[config.mk]
export PLATFORM = sky130hd
export DESIGN_NAME = poly_to_stereo_spread_panner_top_flat
export DESIGN_NICKNAME = d
export VERILOG_FILES = /design/src/rtl/pspan_pkg.sv /design/src/rtl/pspan_if.sv /design/src/rtl/poly_to_stereo_spread_panner_top.sv /design/src/rtl/pspan_mul.sv /design/src/flat_wrapper.sv
export SDC_FILE = /design/constraint.sdc
export NUM_CORES = 1
export LEC_CHECK = 0
export CAP_MARGIN = 40
export CORE_MARGIN = 10
export CORE_UTILIZATION = 35
export DETAILED_ROUTE_END_ITERATION = 6
export DONT_BUFFER_PORTS = 1
export GPL_ROUTABILITY_DRIVEN = 0
export PLACE_DENSITY = 0.53
export SLEW_MARGIN = 20
export SYNTH_ARGS = -nofsm -noshare
export SYNTH_HDL_FRONTEND = slang
export SYNTH_HIERARCHICAL = 1
export SYNTH_SLANG_ARGS = --single-unit
[constraint.sdc]
create_clock -name clk -period 7.4 [get_ports clk]
set_clock_uncertainty 0.15 [all_clocks]
set_input_delay 0.37 -clock clk [delete_from_list [all_inputs] [get_ports clk]]
set_output_delay 0.37 -clock clk [all_outputs]
set_load 0.1 [all_outputs]
[src/rtl/pspan_pkg.sv]
`timescale 1ns / 1ps
// ----------------------------------------------------------------------------
// pspan_pkg
// Widths, constants and sequencer state type shared by the stereo spread
// panner files.
// ----------------------------------------------------------------------------
package pspan_pkg;

	localparam int SMP_W      = 16;
	localparam int CNT_W      = 5;
	localparam int CV_W       = 16;
	localparam int SUM_W      = 21;
	localparam int MUL_W      = 18;
	localparam int PROD_W     = 2 * MUL_W;
	localparam int FRAC_W     = 16;
	localparam int POS_W      = 16;
	localparam int DIV_CNT_W  = 4;
	localparam int CFG_IDX_W  = 1;
	localparam int CFG_DATA_W = 16;

	localparam logic [CFG_IDX_W-1:0] CFG_SPREAD_KNOB = 1'd0;
	localparam logic [CFG_IDX_W-1:0] CFG_CENTER_KNOB = 1'd1;

	localparam logic [CFG_DATA_W-1:0] SPREAD_KNOB_RST = 16'd16384;
	localparam logic [CFG_DATA_W-1:0] CENTER_KNOB_RST = 16'd0;

	localparam logic [FRAC_W-1:0] HALF_Q15 = 16'd16384;
	localparam logic [POS_W-1:0]  ONE_Q15  = 16'd32768;

	typedef enum logic [6:0] {
		ST_IDLE = 7'b0000001,
		ST_DIV  = 7'b0000010,
		ST_MULP = 7'b0000100,
		ST_POS  = 7'b0001000,
		ST_MULR = 7'b0010000,
		ST_MULL = 7'b0100000,
		ST_ACC  = 7'b1000000
	} state_t;

endpackage

[src/rtl/pspan_if.sv]
`timescale 1ns / 1ps
// ----------------------------------------------------------------------------
// pspan_if
// Valid/ready channel interfaces: channel sample input and stereo sum output.
// ----------------------------------------------------------------------------
interface pspan_in_if;
	import pspan_pkg::*;

	logic             valid;
	logic             ready;
	logic [SMP_W-1:0] sample;
	logic [CNT_W-1:0] channel_count;
	logic [CV_W-1:0]  spread_cv;
	logic [CV_W-1:0]  center_cv;

	modport source (output valid, sample, channel_count, spread_cv, center_cv,
		input ready);
	modport sink (input valid, sample, channel_count, spread_cv, center_cv,
		output ready);
endinterface

interface pspan_out_if;
	import pspan_pkg::*;

	logic             valid;
	logic             ready;
	logic [SUM_W-1:0] left_sum;
	logic [SUM_W-1:0] right_sum;

	modport source (output valid, left_sum, right_sum, input ready);
	modport sink (input valid, left_sum, right_sum, output ready);
endinterface

[src/rtl/poly_to_stereo_spread_panner_top.sv]
`timescale 1ns / 1ps
// ----------------------------------------------------------------------------
// poly_to_stereo_spread_panner_top
// Pans the channels of a polyphonic frame across the stereo field and sums
// them into left and right outputs.
// ----------------------------------------------------------------------------
// Usage:
//   in_ch takes one channel sample per transaction with the frame's channel
//   count and the spread and center control voltages. After the last channel
//   of a frame, out_ch carries one transaction with the left and right sums.
//   cfg_we/cfg_index/cfg_data write the spread knob (0) and center knob (1);
//   write only while the block is idle.
// Timing:
//   A single-channel frame skips the divider; otherwise each channel first
//   passes through the bit-serial divider that forms the channel's spread
//   fraction. The multiplier is shared by the spread term and both pan gains,
//   one product per cycle. The sums appear on out_ch in the cycle after the
//   last channel finishes.
// Reset and stall:
//   arst_n clears the sequencer, channel index, sums and output valid, and
//   loads the knob defaults. One finished result is held in the output
//   register; a frame that ends while it is still unread waits for out_ch.
// ----------------------------------------------------------------------------
module poly_to_stereo_spread_panner_top #(
	parameter int MAX_CHANNELS = 16
) (
	input  logic                                clk,
	input  logic                                arst_n,
	pspan_in_if.sink                            in_ch,
	pspan_out_if.source                         out_ch,
	input  logic                                cfg_we,
	input  logic [pspan_pkg::CFG_IDX_W-1:0]     cfg_index,
	input  logic [pspan_pkg::CFG_DATA_W-1:0]    cfg_data
);
	import pspan_pkg::*;

	localparam int IDX_W = (MAX_CHANNELS > 1) ? $clog2(MAX_CHANNELS) : 1;
	localparam logic [CNT_W-1:0] MAX_N = CNT_W'(MAX_CHANNELS);

	state_t                    state_q;
	logic [CFG_DATA_W-1:0]     spread_knob_q;
	logic [CFG_DATA_W-1:0]     center_knob_q;
	logic [IDX_W-1:0]          idx_q;
	logic signed [SUM_W-1:0]   left_acc_q;
	logic signed [SUM_W-1:0]   right_acc_q;
	logic signed [SMP_W-1:0]   sample_q;
	logic signed [MUL_W-1:0]   spread_q;
	logic signed [CV_W:0]      center_q;
	logic [CNT_W-1:0]          n_q;
	logic [CNT_W-1:0]          c_q;
	logic [DIV_CNT_W-1:0]      d_q;
	logic [CNT_W-1:0]          rem_q;
	logic [DIV_CNT_W-1:0]      div_cnt_q;
	logic [FRAC_W-1:0]         frac_q;
	logic [POS_W-1:0]          pos_q;
	logic                      out_valid_q;
	logic signed [SUM_W-1:0]   left_out_q;
	logic signed [SUM_W-1:0]   right_out_q;

	logic                      in_acc;
	logic [CNT_W-1:0]          n_in;
	logic [CNT_W-1:0]          c_in;
	logic [CNT_W-1:0]          r_in;
	logic                      q_bit;
	logic                      mul_en;
	logic signed [MUL_W-1:0]   mul_a;
	logic signed [MUL_W-1:0]   mul_b;
	logic signed [PROD_W-1:0]  prod;
	logic signed [19:0]        pos_raw;
	logic signed [SMP_W:0]     contrib;
	logic signed [SUM_W-1:0]   left_next;
	logic                      last_ch;
	logic                      acc_stall;
	logic                      out_load;

	pspan_mul u_mul (
		.clk  (clk),
		.en   (mul_en),
		.a    (mul_a),
		.b    (mul_b),
		.prod (prod)
	);

	assign in_ch.ready = (state_q == ST_IDLE);
	assign in_acc      = in_ch.valid && in_ch.ready;

	always_comb begin
		if (in_ch.channel_count == '0) begin
			n_in = CNT_W'(1);
		end else if (in_ch.channel_count > MAX_N) begin
			n_in = MAX_N;
		end else begin
			n_in = in_ch.channel_count;
		end
		if (CNT_W'(idx_q) > n_in - CNT_W'(1)) begin
			c_in = n_in - CNT_W'(1);
		end else begin
			c_in = CNT_W'(idx_q);
		end
	end

	// restoring divider step: one quotient bit of c * 2^15 / d per cycle
	assign r_in  = (div_cnt_q == '0) ? c_q : {rem_q[CNT_W-2:0], 1'b0};
	assign q_bit = (r_in >= {1'b0, d_q});

	always_comb begin
		mul_en = 1'b1;
		mul_a  = '0;
		mul_b  = '0;
		case (state_q)
			ST_MULP: begin
				mul_a = $signed({2'b00, frac_q}) - $signed({2'b00, HALF_Q15});
				mul_b = spread_q;
			end
			ST_MULR: begin
				mul_a = MUL_W'(sample_q);
				mul_b = $signed({2'b00, pos_q});
			end
			ST_MULL: begin
				mul_a = MUL_W'(sample_q);
				mul_b = $signed({2'b00, ONE_Q15}) - $signed({2'b00, pos_q});
			end
			default: begin
				mul_en = 1'b0;
			end
		endcase
	end

	assign pos_raw   = prod[34:15] + 20'(center_q) + $signed({4'b0000, HALF_Q15});
	assign contrib   = prod[31:15];
	assign left_next = left_acc_q + SUM_W'(contrib);
	assign last_ch   = (CNT_W'(idx_q) + CNT_W'(1) >= n_q);
	assign acc_stall = last_ch && out_valid_q && !out_ch.ready;
	assign out_load  = (state_q == ST_ACC) && last_ch && !acc_stall;

	always_ff @(posedge clk or negedge arst_n) begin
		if (!arst_n) begin
			spread_knob_q <= SPREAD_KNOB_RST;
			center_knob_q <= CENTER_KNOB_RST;
		end else if (cfg_we) begin
			case (cfg_index)
				CFG_SPREAD_KNOB: spread_knob_q <= cfg_data;
				CFG_CENTER_KNOB: center_knob_q <= cfg_data;
				default: ;
			endcase
		end
	end

	always_ff @(posedge clk or negedge arst_n) begin
		if (!arst_n) begin
			state_q     <= ST_IDLE;
			idx_q       <= '0;
			left_acc_q  <= '0;
			right_acc_q <= '0;
			div_cnt_q   <= '0;
			out_valid_q <= 1'b0;
		end else begin
			if (out_ch.valid && out_ch.ready && !out_load) begin
				out_valid_q <= 1'b0;
			end
			case (state_q)
				ST_IDLE: begin
					if (in_acc) begin
						div_cnt_q <= '0;
						state_q   <= (n_in == CNT_W'(1)) ? ST_MULP : ST_DIV;
					end
				end
				ST_DIV: begin
					div_cnt_q <= div_cnt_q + DIV_CNT_W'(1);
					if (div_cnt_q == '1) begin
						state_q <= ST_MULP;
					end
				end
				ST_MULP: state_q <= ST_POS;
				ST_POS:  state_q <= ST_MULR;
				ST_MULR: state_q <= ST_MULL;
				ST_MULL: begin
					right_acc_q <= right_acc_q + SUM_W'(contrib);
					state_q     <= ST_ACC;
				end
				ST_ACC: begin
					if (!acc_stall) begin
						state_q <= ST_IDLE;
						if (last_ch) begin
							idx_q       <= '0;
							left_acc_q  <= '0;
							right_acc_q <= '0;
							out_valid_q <= 1'b1;
						end else begin
							idx_q      <= idx_q + IDX_W'(1);
							left_acc_q <= left_next;
						end
					end
				end
				default: state_q <= ST_IDLE;
			endcase
		end
	end

	always_ff @(posedge clk) begin
		if (in_acc) begin
			sample_q <= in_ch.sample;
			spread_q <= MUL_W'($signed(in_ch.spread_cv)) + $signed({2'b00, spread_knob_q});
			center_q <= (CV_W+1)'($signed(in_ch.center_cv))
				+ (CV_W+1)'($signed(center_knob_q));
			n_q      <= n_in;
			c_q      <= c_in;
			d_q      <= DIV_CNT_W'(n_in - CNT_W'(1));
			if (n_in == CNT_W'(1)) begin
				frac_q <= HALF_Q15;
			end
		end
		if (state_q == ST_DIV) begin
			rem_q  <= q_bit ? (r_in - {1'b0, d_q}) : r_in;
			frac_q <= {frac_q[FRAC_W-2:0], q_bit};
		end
		if (state_q == ST_POS) begin
			if (pos_raw < 0) begin
				pos_q <= '0;
			end else if (pos_raw > $signed({4'b0000, ONE_Q15})) begin
				pos_q <= ONE_Q15;
			end else begin
				pos_q <= pos_raw[POS_W-1:0];
			end
		end
		if (out_load) begin
			left_out_q  <= left_next;
			right_out_q <= right_acc_q;
		end
	end

	assign out_ch.valid     = out_valid_q;
	assign out_ch.left_sum  = left_out_q;
	assign out_ch.right_sum = right_out_q;

	a_div_rem: assert property (@(posedge clk) disable iff (!arst_n)
		(state_q == ST_DIV && div_cnt_q != '0) |-> (rem_q < {1'b0, d_q}))
		else $error("divider remainder not below divisor");

	a_pos_range: assert property (@(posedge clk) disable iff (!arst_n)
		(state_q == ST_MULR) |-> (pos_q <= ONE_Q15))
		else $error("pan position out of range");

	a_out_src: assert property (@(posedge clk) disable iff (!arst_n)
		$rose(out_valid_q) |-> $past(state_q == ST_ACC))
		else $error("result raised outside accumulate step");

	a_single_skip: assert property (@(posedge clk) disable iff (!arst_n)
		(in_acc && n_in == CNT_W'(1)) |=> (state_q == ST_MULP))
		else $error("single channel frame entered divider");

endmodule

[src/rtl/pspan_mul.sv]
`timescale 1ns / 1ps
// ----------------------------------------------------------------------------
// pspan_mul
// Shared signed multiplier with a registered product, reused for the spread
// term and both pan gains.
// ----------------------------------------------------------------------------
module pspan_mul (
	input  logic                                clk,
	input  logic                                en,
	input  logic signed [pspan_pkg::MUL_W-1:0]  a,
	input  logic signed [pspan_pkg::MUL_W-1:0]  b,
	output logic signed [pspan_pkg::PROD_W-1:0] prod
);
	import pspan_pkg::*;

	logic signed [PROD_W-1:0] prod_q;

	always_ff @(posedge clk) begin
		if (en) begin
			prod_q <= a * b;
		end
	end

	assign prod = prod_q;

endmodule
[src/flat_wrapper.sv]
// flat-port wrapper written by rule: the top's interface ports become plain ports
module poly_to_stereo_spread_panner_top_flat import pspan_pkg::*;
#(
	parameter int MAX_CHANNELS = 16
)
  (clk, arst_n, cfg_we, cfg_index, cfg_data, in_ch_valid, in_ch_sample, in_ch_channel_count, in_ch_spread_cv, in_ch_center_cv, in_ch_ready, out_ch_valid, out_ch_left_sum, out_ch_right_sum, out_ch_ready);
  pspan_in_if in_ch_i ();
  pspan_out_if out_ch_i ();
  input  logic clk;
  input  logic arst_n;
  input  logic cfg_we;
  input  logic [pspan_pkg::CFG_IDX_W-1:0] cfg_index;
  input  logic [pspan_pkg::CFG_DATA_W-1:0] cfg_data;
  input wire logic [$bits(in_ch_i.valid)-1:0] in_ch_valid;
  input wire logic [$bits(in_ch_i.sample)-1:0] in_ch_sample;
  input wire logic [$bits(in_ch_i.channel_count)-1:0] in_ch_channel_count;
  input wire logic [$bits(in_ch_i.spread_cv)-1:0] in_ch_spread_cv;
  input wire logic [$bits(in_ch_i.center_cv)-1:0] in_ch_center_cv;
  output wire logic [$bits(in_ch_i.ready)-1:0] in_ch_ready;
  output wire logic [$bits(out_ch_i.valid)-1:0] out_ch_valid;
  output wire logic [$bits(out_ch_i.left_sum)-1:0] out_ch_left_sum;
  output wire logic [$bits(out_ch_i.right_sum)-1:0] out_ch_right_sum;
  input wire logic [$bits(out_ch_i.ready)-1:0] out_ch_ready;
  assign in_ch_i.valid = in_ch_valid;
  assign in_ch_i.sample = in_ch_sample;
  assign in_ch_i.channel_count = in_ch_channel_count;
  assign in_ch_i.spread_cv = in_ch_spread_cv;
  assign in_ch_i.center_cv = in_ch_center_cv;
  assign in_ch_ready = in_ch_i.ready;
  assign out_ch_valid = out_ch_i.valid;
  assign out_ch_left_sum = out_ch_i.left_sum;
  assign out_ch_right_sum = out_ch_i.right_sum;
  assign out_ch_i.ready = out_ch_ready;
  poly_to_stereo_spread_panner_top #(.MAX_CHANNELS(MAX_CHANNELS)) u_core (.clk(clk), .arst_n(arst_n), .in_ch(in_ch_i), .out_ch(out_ch_i), .cfg_we(cfg_we), .cfg_index(cfg_index), .cfg_data(cfg_data));
endmodule
==> results of run 1 <==
[how the worst min path moves through the flow]
stage / from / endpoint / slack [ns]
finish: in_ch_spread_cv[15] / u_core/spread_q[15] / 0.05
global placement: arst_n / u_core/center_knob_q[9] / -0.07
detailed placement: arst_n / u_core/center_knob_q[10] / -0.07
global route: in_ch_spread_cv[15] / u_core/spread_q[15] / 0.03
CTS: in_ch_center_cv[5] / u_core/center_q[5] / 0.02
floorplan: arst_n / u_core/center_knob_q[0] / -0.08
[per-stage QoR]
stage | total power, W | utilization [%] | area, um^2 | cells
after floorplan | 0.00254 | - | 26200 | 2538
after global placement | 0.00278 | 39.1 | 29000 | 3652
after detailed placement | 0.00281 | 40.5 | 30100 | 3700
after CTS | 0.00439 | 43.1 | 32000 | 3810
after global routing | 0.00460 | 43.5 | 32300 | 3817
final | 0.00436 | 43.5 | 32300 | 3817
[per-layer routing]
layer  vias up  track usage (%)  wire length (um)
li1       8903                -                 -
met3        65             2.19              2810
met2       363             29.1             35300
met5         -                0                 0
met1      9564             20.6             29400
met4         0             3.16              1050
[cell usage in the layout, fill, tap and decap left out, types with 10 or more instances in the layout]
cell type / n
a21o_1: 41
a21oi_1: 67
a22o_1: 36
a31oi_1: 12
and2_1: 174
and3_1: 14
buf_12: 21
buf_16: 33
buf_4: 207
buf_8: 15
clkbuf_16: 29
dfrtp_1: 88
dlygate4sd3_1: 45
edfxtp_1: 163
fa_1: 326
ha_1: 203
ha_4: 18
inv_1: 414
inv_2: 12
mux2_2: 34
nand2_1: 250
nand2b_1: 28
nand3_1: 19
nor2_1: 79
nor2b_1: 37
nor3_1: 25
o21a_1: 25
o21ai_0: 60
o21bai_1: 10
o22ai_1: 15
or2_2: 10
xnor2_1: 74
xor2_1: 26
[timing repair]
item / CTS / global route
setup endpoints to repair: 19 / 19
pin swaps: 44 / 34
hold buffers: 46 / 0
hold endpoints to repair: 156 / 0
resized for setup: 69 / 45
setup buffers: 12 / 4
[layout make-up]
type                       instances  area (um^2)
clock buffer                      35          778
clock inverter                    17          243
fill                            6939        41900
inverter                         428         1610
multi-input combinational       1784        17600
sequential                       253         7150
tap                              969         1210
timing repair buffer             331         3660
[worst register-to-register path: stages (launching register included)]
cell and delay, ns:
edfxtp_1 0.44, inv_2 0.10, ha_4 0.15, nand2_1 0.07
or3_4 0.33, or3_4 0.40, or3_4 0.36, o211a_1 0.25
a21o_4 0.23, and2_1 0.19, fa_1 0.53, fa_1 0.43
fa_1 0.51, fa_1 0.42, fa_1 0.49, inv_1 0.06
fa_1 0.51, inv_2 0.05, ha_4 0.21, a21o_1 0.16
a21o_1 0.21, a2111oi_4 0.34, o21a_1 0.25, o311ai_2 0.12
a31o_1 0.22, a21oi_2 0.13, xnor2_1 0.08
[power by group]
part | switching (W) | leakage, nW | total, W | internal (W)
clock | 0.000590 | 0.490 | 0.00151 | 0.000924
combinational | 0.000587 | 12.1 | 0.00103 | 0.000441
sequential | 0.0000878 | 2.64 | 0.00182 | 0.00173
[state kept, by name, indices dropped and copies added, names as in the netlist, 17 cells and up]
signal,cells
u_core/out_ch.left_sum,21
u_core/right_acc_q,21
u_core/center_q,17
u_core/left_acc_q,21
u_core/out_ch.right_sum,21
u_core/u_mul/prod,20
u_core/spread_q,18
==> results.ini, run 1 <==
[cts]
clkTransAtPathRegs_ns = 0.06
htree_levels = 1
cts_num_sinks = 253
clock_tree.buffer_depth = 3
cts-buffers-inserted = 28
cts-root-buf = clkbuf_16
clock_latency_ns = 0.58
cts_tree = built

[die]
die_area_mm2 = 0.0858
start_util_pct = 35.1
core-area_mm2 = 0.0742
fp.dieW_um = 293
rows = 100
die_y_um = 293
ios = 119

[worst_setup_path]
cp_top_family = adder cells
setup.worst_path.end_class = register
worst-path-buf-inv = 3
max_stage_delay_ns = 0.53
r2r_start = u_core/pos_q[1]
cp-endpoint = u_core/u_mul/prod[34]
crit_cells = 26
crit_top_cell = fa_1
crit_fanout = 8
cp.arrival_ns = 7.78
r2r_cells = 26
r2r-end = u_core/u_mul/prod[34]
cp_slowest_cell = fa_1
path_class = reg2reg
cp-startpoint = u_core/pos_q[1]
required_ns = 7.57
startpoint_type = register
ff2ff_setup_slack_ns = -0.20

[sta]
fmax_mhz = 132
fin_crit_sh_pct = 103
slew_viol_final = 0
whs_ns = 0.0488
tns_ns = -1.02
min_period_ns = 7.60
hold_violations = 0
tightest_slew_ns = 0.777
rsz0062_at_grt = yes
setup_ws_ns = -0.204
relSlewSlack_pct = 48.2
setup_viol = 10

[route]
drtIter0Drc = 837
drtPass1Iterations = 5
wl_per_cell_um = 18.0
ant_nets = 0
routed_wl_um = 68600
vias_per_cell = 4.95
drc_errors = 0
via_count = 18900

[global_routing]
gr-total-overflow = 0
grt_usage_pct = 16.2
antenna_found_initial = 2
grt_max_degree = 91
grt_pass1_wl_um = 111000
grt_pass1_vias = 20400

[finish]
antenna_cells = 0
fin_nets = 3459
drive_gt1_share_pct = 17.3
areaGrowthSynthToFinish_pct = 23.7

[run]
maxCapViolations = 0

[min_path]
worstHoldPathType = in2reg
hold_depth = 2

[run_status]
violations = setup timing
outcome = finished with violations

[placed_design]
dp_hpwl_um = 56900
port_buffers = 0
post-place-ws_ns = -0.498

[power_and_ir_drop]
p_per_area_mw_per_mm2 = 135
leakage_nw = 15.2
ir_worst_vdd_mv = 0.233

[logic_synthesis]
synthesis.nets = 3171
yosysWarningCount = 6
syn_inst = 2538
avgSynthCellArea_um2 = 10.3
syn-cell-area_mm2 = 0.0261

Note: power is estimated with default switching activity, not from simulation.
==> run 2: changes to the inputs <==
--- a/config.mk
+++ b/config.mk
@@ -8,6 +8,7 @@
 export CAP_MARGIN = 40
 export CORE_MARGIN = 10
 export CORE_UTILIZATION = 35
+export CTS_CLUSTER_DIAMETER = 50
 export DETAILED_ROUTE_END_ITERATION = 6
 export DONT_BUFFER_PORTS = 1
 export GPL_ROUTABILITY_DRIVEN = 0
==> constraint.sdc (replaced) <==
create_clock -name clk -period 6.44 [get_ports clk]
set_clock_uncertainty 0.15 [all_clocks]
set_input_delay 0.322 -clock clk [delete_from_list [all_inputs] [get_ports clk]]
set_output_delay 0.322 -clock clk [all_outputs]
set_load 0.1 [all_outputs]
==> run 2 against run 1 <==
- the run still ends with setup timing left
- non-clock buffer count up 21
- total power rose by 22%
- cell count is 0.89% higher
- worst setup slack worse by 1.1 ns
- register-to-register slack worse by 1.1 ns
- die area unchanged
- via count grew 0.12%
- combinational power grew 16%
- utilization grew 0.49 points
- critical path type unchanged
- critical endpoint is now u_core/u_mul/prod[33]
==> results.ini, run 2 (same netlist as run 1, synthesis figures left out) <==
[run_status]
outcome = finished with violations
violations = setup timing

[cts]
htree_levels = 2  ; +1
clock_latency_ns = 0.56  ; -0.02 ns
cts-root-buf = clkbuf_16
cts-buffers-inserted = 36  ; +29%
clkTransAtPathRegs_ns = 0.06  ; about the same
clock_tree.buffer_depth = 3  ; unchanged
cts_tree = built
cts_num_sinks = 253  ; unchanged

[route]
via_count = 18900  ; +0.12%
wl_per_cell_um = 17.6  ; -2.3%
drtPass1Iterations = 7  ; +2
vias_per_cell = 4.91  ; -0.77%
routed_wl_um = 67600  ; -1.4%
drtIter0Drc = 1068  ; +28%
ant_nets = 0  ; unchanged
drc_errors = 0  ; unchanged

[worst_setup_path]
crit_top_cell = fa_1
required_ns = 6.59  ; -0.98 ns
cp.arrival_ns = 7.85  ; +0.07 ns
max_stage_delay_ns = 0.54  ; about the same
r2r_cells = 28  ; +7.7%
path_class = reg2reg
crit_fanout = 5  ; -3
startpoint_type = register
setup.worst_path.end_class = register
cp_slowest_cell = fa_1

[finish]
mostFrequentLayoutCells = 419 x inv_1, 328 x fa_1, 246 x nand2_1, 224 x buf_4, 213 x ha_1
areaGrowthSynthToFinish_pct = 25.1
drive_gt1_share_pct = 17.5  ; +0.18 points
fin_nets = 3488  ; +0.84%
utilization_pct = 44.0  ; +0.49 points
antenna_cells = 0  ; unchanged
final_common_cell = inv_1
layout.cells.non_filler = 3851  ; +0.89%

[sta]
hold_violations = 0  ; unchanged
slew_viol_final = 0  ; unchanged
rsz0062_at_grt = yes
relSlewSlack_pct = 46.9  ; -1.3 points
fmax_mhz = 130  ; -1.3%
tightest_slew_ns = 0.785  ; +0.00844 ns
setup_viol = 20  ; +10
min_period_ns = 7.70  ; +0.0976 ns
setup_ws_ns = -1.26  ; -1.06 ns
fin_crit_sh_pct = 120  ; +17 points

[power_and_ir_drop]
internal_power_w = 0.00374  ; +21%
leakage_nw = 15.5  ; +2.1%
p_seq_share_pct = 39.3  ; -2.4 points
pwr-share-clk_pct = 38.5  ; +3.8 points
p_sw_share_pct = 29.6  ; +0.62 points
ir_worst_vdd_mv = 0.273  ; +17%
p_per_area_mw_per_mm2 = 163  ; +21%
p_sw_w = 0.00158  ; +25%
p_comb_share_pct = 22.3  ; -1.3 points

[die]
core-area_mm2 = 0.0742  ; unchanged
fp.dieW_um = 293  ; unchanged
die_area_mm2 = 0.0858  ; unchanged
ios = 119  ; unchanged
start_util_pct = 35.1  ; unchanged
rows = 100  ; unchanged
die_y_um = 293  ; unchanged

[global_routing]
grt_max_degree = 91  ; unchanged
antenna_found_initial = 0  ; -2
grt_pass1_wl_um = 109000  ; -1.9%
busiest_layer = met2
grt_usage_pct = 16.0  ; -0.23 points
gr-total-overflow = 0  ; unchanged
use_met3_pct = 2.78  ; +0.59 points
met2_usage_pct = 28.1  ; -0.97 points
grt_use_met1_pct = 20.1  ; -0.49 points
grt_pass1_vias = 20200  ; -0.79%

[placed_design]
dp_cells = 3722  ; +0.59%
port_buffers = 0  ; unchanged
dp_hpwl_um = 56400  ; -0.84%

[min_path]
worstHoldPathType = in2reg
hold_depth = 3  ; +1

[run]
maxCapViolations = 0  ; unchanged

run 2: cell types whose count changed in the layout (fill, tap and decap cells not counted), moves of 4 or more:
cell       previous run  this run
buf_12               21        26
buf_4               207       224
buf_6                 8         3
clkbuf_16            29        38
ha_1                203       213
ha_4                 18         8
inv_1               414       419
inv_2                12         8
inv_8                 0         6
nand2_1             250       246
run 2: timing repair:
action / 4_1_cts / 5_1_grt
gates resized for setup: 27 / 35
endpoints found under the setup margin: 20 / 20
cloned: 0 / 1
hold buffers: 48 / 0
hold endpoints to repair: 160 / 0
buffers inserted: 6 / 7
pin swaps: 25 / 22
run 2: layout make-up:
class                      instances  area (um^2)
clock buffer                      42          975
fill                            7020        41600
inverter                         428         1610
sequential                       253         7150
tap                              969         1210
clock inverter                    23          282
timing repair buffer             352         3910
multi-input combinational       1784        17500
run 2: power groups by stage:
| stage | combinational [W] | clock (W) | sequential (W) |
|---|---|---|---|
| 2_1_floorplan | 0.000841 | 0 | 0.00207 |
| 3_3_place_gp | 0.00108 | 0 | 0.00212 |
| 3_5_place_dp | 0.00112 | 0 | 0.00212 |
| 4_1_cts | 0.00117 | 0.00210 | 0.00209 |
| 5_1_grt | 0.00133 | 0.00218 | 0.00210 |
| 6_report | 0.00119 | 0.00205 | 0.00209 |
run 2: path summary, 6_finish.rpt:
kind                                  startpoint                          to  slack (ns)
setup reg to reg                 u_core/pos_q[0]       u_core/u_mul/prod[33]       -1.26
hold reg to reg            u_core/right_acc_q[3]  u_core/out_ch.right_sum[3]        0.35
min in group asynchronous                 arst_n       u_core/left_acc_q[16]        0.22
max in group asynchronous                 arst_n    u_core/spread_knob_q[14]        5.50
setup / recovery                 u_core/pos_q[0]       u_core/u_mul/prod[33]       -1.26
hold / removal                in_ch_center_cv[4]          u_core/center_q[4]        0.03
run 2: critical path, delay by kind of cell (launching register included):
kind / cells / cell delay (ns)
compound gates: 6 / 1.40
xor+xnor: 1 / 0.06
fa+ha+maj: 7 / 3.23
buf+inv: 6 / 0.57
flops: 1 / 0.41
simple gates: 8 / 1.62
run 2: per-layer routing:
| layer | vias up | share of wire, % |
|---|---|---|
| met5 | - | 0 |
| met4 | 0 | 2.4 |
| met3 | 93 | 4.8 |
| met2 | 345 | 50 |
| met1 | 9519 | 43 |
| li1 | 8960 | - |
run 2: stage by stage:
step	total power, W	area, um^2	hold slack, ns	TNS [ns]	worst slack [ns]
4_1_cts	0.00537	32300	0.0148	-19.89	-1.28
3_3_place_gp	0.00320	29300	-0.113	-20.11	-1.29
2_1_floorplan	0.00291	26300	-0.124	-10.17	-0.959
5_1_grt	0.00561	32600	0.0273	-25.04	-1.51
3_5_place_dp	0.00324	30400	-0.118	-20.88	-1.38
6_report	0.00532	32600	0.0260	-20.17	-1.26
==> run 3: changes to the inputs <==
--- a/config.mk
+++ b/config.mk
@@ -12,6 +12,7 @@
 export DETAILED_ROUTE_END_ITERATION = 6
 export DONT_BUFFER_PORTS = 1
 export GPL_ROUTABILITY_DRIVEN = 0
+export HOLD_SLACK_MARGIN = 0.06
 export PLACE_DENSITY = 0.53
 export SLEW_MARGIN = 20
 export SYNTH_ARGS = -nofsm -noshare
==> run 3 against run 2 <==
- the run still ends with setup timing left
- critical path depth is the same
- first-iteration DRC count is 6.6% higher
- cell count is 0.60% higher
- largest power group unchanged
- critical endpoint unchanged
- register-to-register slack barely moved
- sequential share of layout area down 0.15 points
- largest cell class unchanged
- routed wire length increased by 0.31%
==> results.ini, run 3 (same netlist as run 1, synthesis figures left out) <==
[worst_setup_path]
required_ns = 6.59  ; about the same
crit_top_cell = fa_1
max_stage_delay_ns = 0.54  ; about the same
startpoint_type = register
crit_fanout = 5  ; unchanged
cp.arrival_ns = 7.85  ; about the same
cp_slowest_cell = fa_1
path_class = reg2reg
worst-path-buf-inv = 6  ; unchanged
cp_top_family = adder cells
setup.worst_path.end_class = register

[run_status]
outcome = finished with violations
violations = setup timing

[finish]
antenna_cells = 0  ; unchanged
areaGrowthSynthToFinish_pct = 26.0
fill_cells = 6991  ; -0.41%
final_common_cell = inv_1
fin_nets = 3511  ; +0.66%
mostFrequentLayoutCells = 419 x inv_1, 328 x fa_1, 246 x nand2_1, 224 x buf_4, 213 x ha_1
drive_gt1_share_pct = 17.4  ; -0.14 points

[sta]
rsz0062_at_grt = yes
relSlewSlack_pct = 46.9  ; about the same
setup_viol = 20  ; unchanged
fmax_mhz = 130  ; about the same
min_period_ns = 7.70  ; -0.000420 ns
tns_ns = -20.16  ; +0.00950 ns
hold_violations = 0  ; unchanged
slew_viol_final = 0  ; unchanged
fin_crit_sh_pct = 120  ; about the same
tightest_slew_ns = 0.786  ; +0.000565 ns
setup_ws_ns = -1.26  ; +0.000420 ns

[die]
start_util_pct = 35.1  ; unchanged
rows = 100  ; unchanged
die_area_mm2 = 0.0858  ; unchanged
fp.dieW_um = 293  ; unchanged
core-area_mm2 = 0.0742  ; unchanged
die_y_um = 293  ; unchanged
ios = 119  ; unchanged

[global_routing]
gr-total-overflow = 0  ; unchanged
grt_usage_pct = 16.0  ; +0.079 points
grt_pass1_vias = 20400  ; +0.65%
grt_max_degree = 91  ; unchanged
antenna_found_initial = 0  ; unchanged
grt_pass1_wl_um = 110000  ; +0.66%

[power_and_ir_drop]
internal_power_w = 0.00376  ; +0.44%
p_comb_share_pct = 22.6  ; +0.3 points
p_sw_share_pct = 29.6  ; about the same
p_per_area_mw_per_mm2 = 163  ; -0.29%
p_sw_w = 0.00158  ; +0.35%
p_seq_share_pct = 39.1  ; -0.2 points
pwr-share-clk_pct = 38.3  ; -0.2 points
leakage_nw = 15.6  ; +0.59%
ir_worst_vdd_mv = 0.276  ; +1.1%

[cts]
htree_levels = 2  ; unchanged
cts_num_sinks = 253  ; unchanged
cts-buffers-inserted = 36  ; unchanged
clock_tree.buffer_depth = 3  ; unchanged
cts_tree = built
clock_latency_ns = 0.56  ; about the same
clkTransAtPathRegs_ns = 0.06  ; about the same
cts-root-buf = clkbuf_16

[route]
drc_errors = 0  ; unchanged
via_count = 19000  ; +0.34%
ant_nets = 0  ; unchanged
drtPass1Iterations = 5  ; -2
wl_per_cell_um = 17.5  ; -0.28%
drtIter0Drc = 1138  ; +6.6%
vias_per_cell = 4.90  ; -0.26%
routed_wl_um = 67800  ; +0.31%

[placed_design]
dp_hpwl_um = 56400  ; unchanged
post-place-ws_ns = -1.38  ; unchanged
port_buffers = 0  ; unchanged

[run]
maxCapViolations = 0  ; unchanged

[min_path]
worstHoldPathType = in2reg

[run 3: cell type report]
cell class                 instances  area [um^2]  area share [%]
multi-input combinational       1784        17500            53.2
sequential                       253         7150            21.8
timing repair buffer             375         4140            12.6
inverter                         428         1610            4.90
tap                              969         1210            3.69
clock buffer                      42          975            2.97
clock inverter                    23          282           0.857
[run 3: power groups by stage]
| stage | sequential (W) | clock (W) | combinational, W |
|---|---|---|---|
| after floorplan | 0.00207 | 0 | 0.000841 |
| after global placement | 0.00212 | 0 | 0.00108 |
| after detailed placement | 0.00212 | 0 | 0.00112 |
| after CTS | 0.00209 | 0.00210 | 0.00119 |
| after global routing | 0.00211 | 0.00218 | 0.00136 |
| final | 0.00209 | 0.00205 | 0.00121 |
[run 3: layer usage]
| layer | part of all wire [%] | GRT usage, % | vias up | wire (um) |
|---|---|---|---|---|
| met5 | 0 | 0 | - | 0 |
| met4 | 2.5 | 4.00 | 0 | 1660 |
| met3 | 4.2 | 2.42 | 102 | 2880 |
| met2 | 50 | 28.2 | 345 | 34100 |
| met1 | 43 | 20.4 | 9526 | 29200 |
| li1 | - | - | 9008 | - |
[run 3: through the flow]
stage | util [%] | hold slack [ns] | cell area, um^2 | instances | total power [W]
final | 44.3 | 0.0795 | 32800 | 3874 | 0.00534
after global routing | 44.3 | 0.0864 | 32800 | 3874 | 0.00564
after CTS | 43.9 | 0.0646 | 32600 | 3864 | 0.00539
after detailed placement | 41.0 | -0.118 | 30400 | 3722 | 0.00324
after global placement | 39.5 | -0.113 | 29300 | 3673 | 0.00320
after floorplan | - | -0.124 | 26300 | 2538 | 0.00291
[run 3: timing repair]
item,in CTS,in global routing
hold buffers,71,0
setup buffers,6,7
hold endpoints to repair,179,0
gates cloned,0,1
setup endpoints to repair,20,20
pin swaps,25,22
resized for setup,27,35
[run 3: final timing paths]
kind / startpoint / end / slack, ns / depth (start not counted)
setup / recovery: u_core/pos_q[0] / u_core/u_mul/prod[33] / -1.26 / 28
hold reg to reg: u_core/right_acc_q[3] / u_core/out_ch.right_sum[3] / 0.35 / 0
setup reg to reg: u_core/pos_q[0] / u_core/u_mul/prod[33] / -1.26 / 28
max in group asynchronous: arst_n / u_core/spread_knob_q[14] / 5.51 / 2
min in group asynchronous: arst_n / u_core/left_acc_q[16] / 0.22 / 2
hold / removal: in_ch_center_cv[15] / u_core/center_q[15] / 0.08 / 2
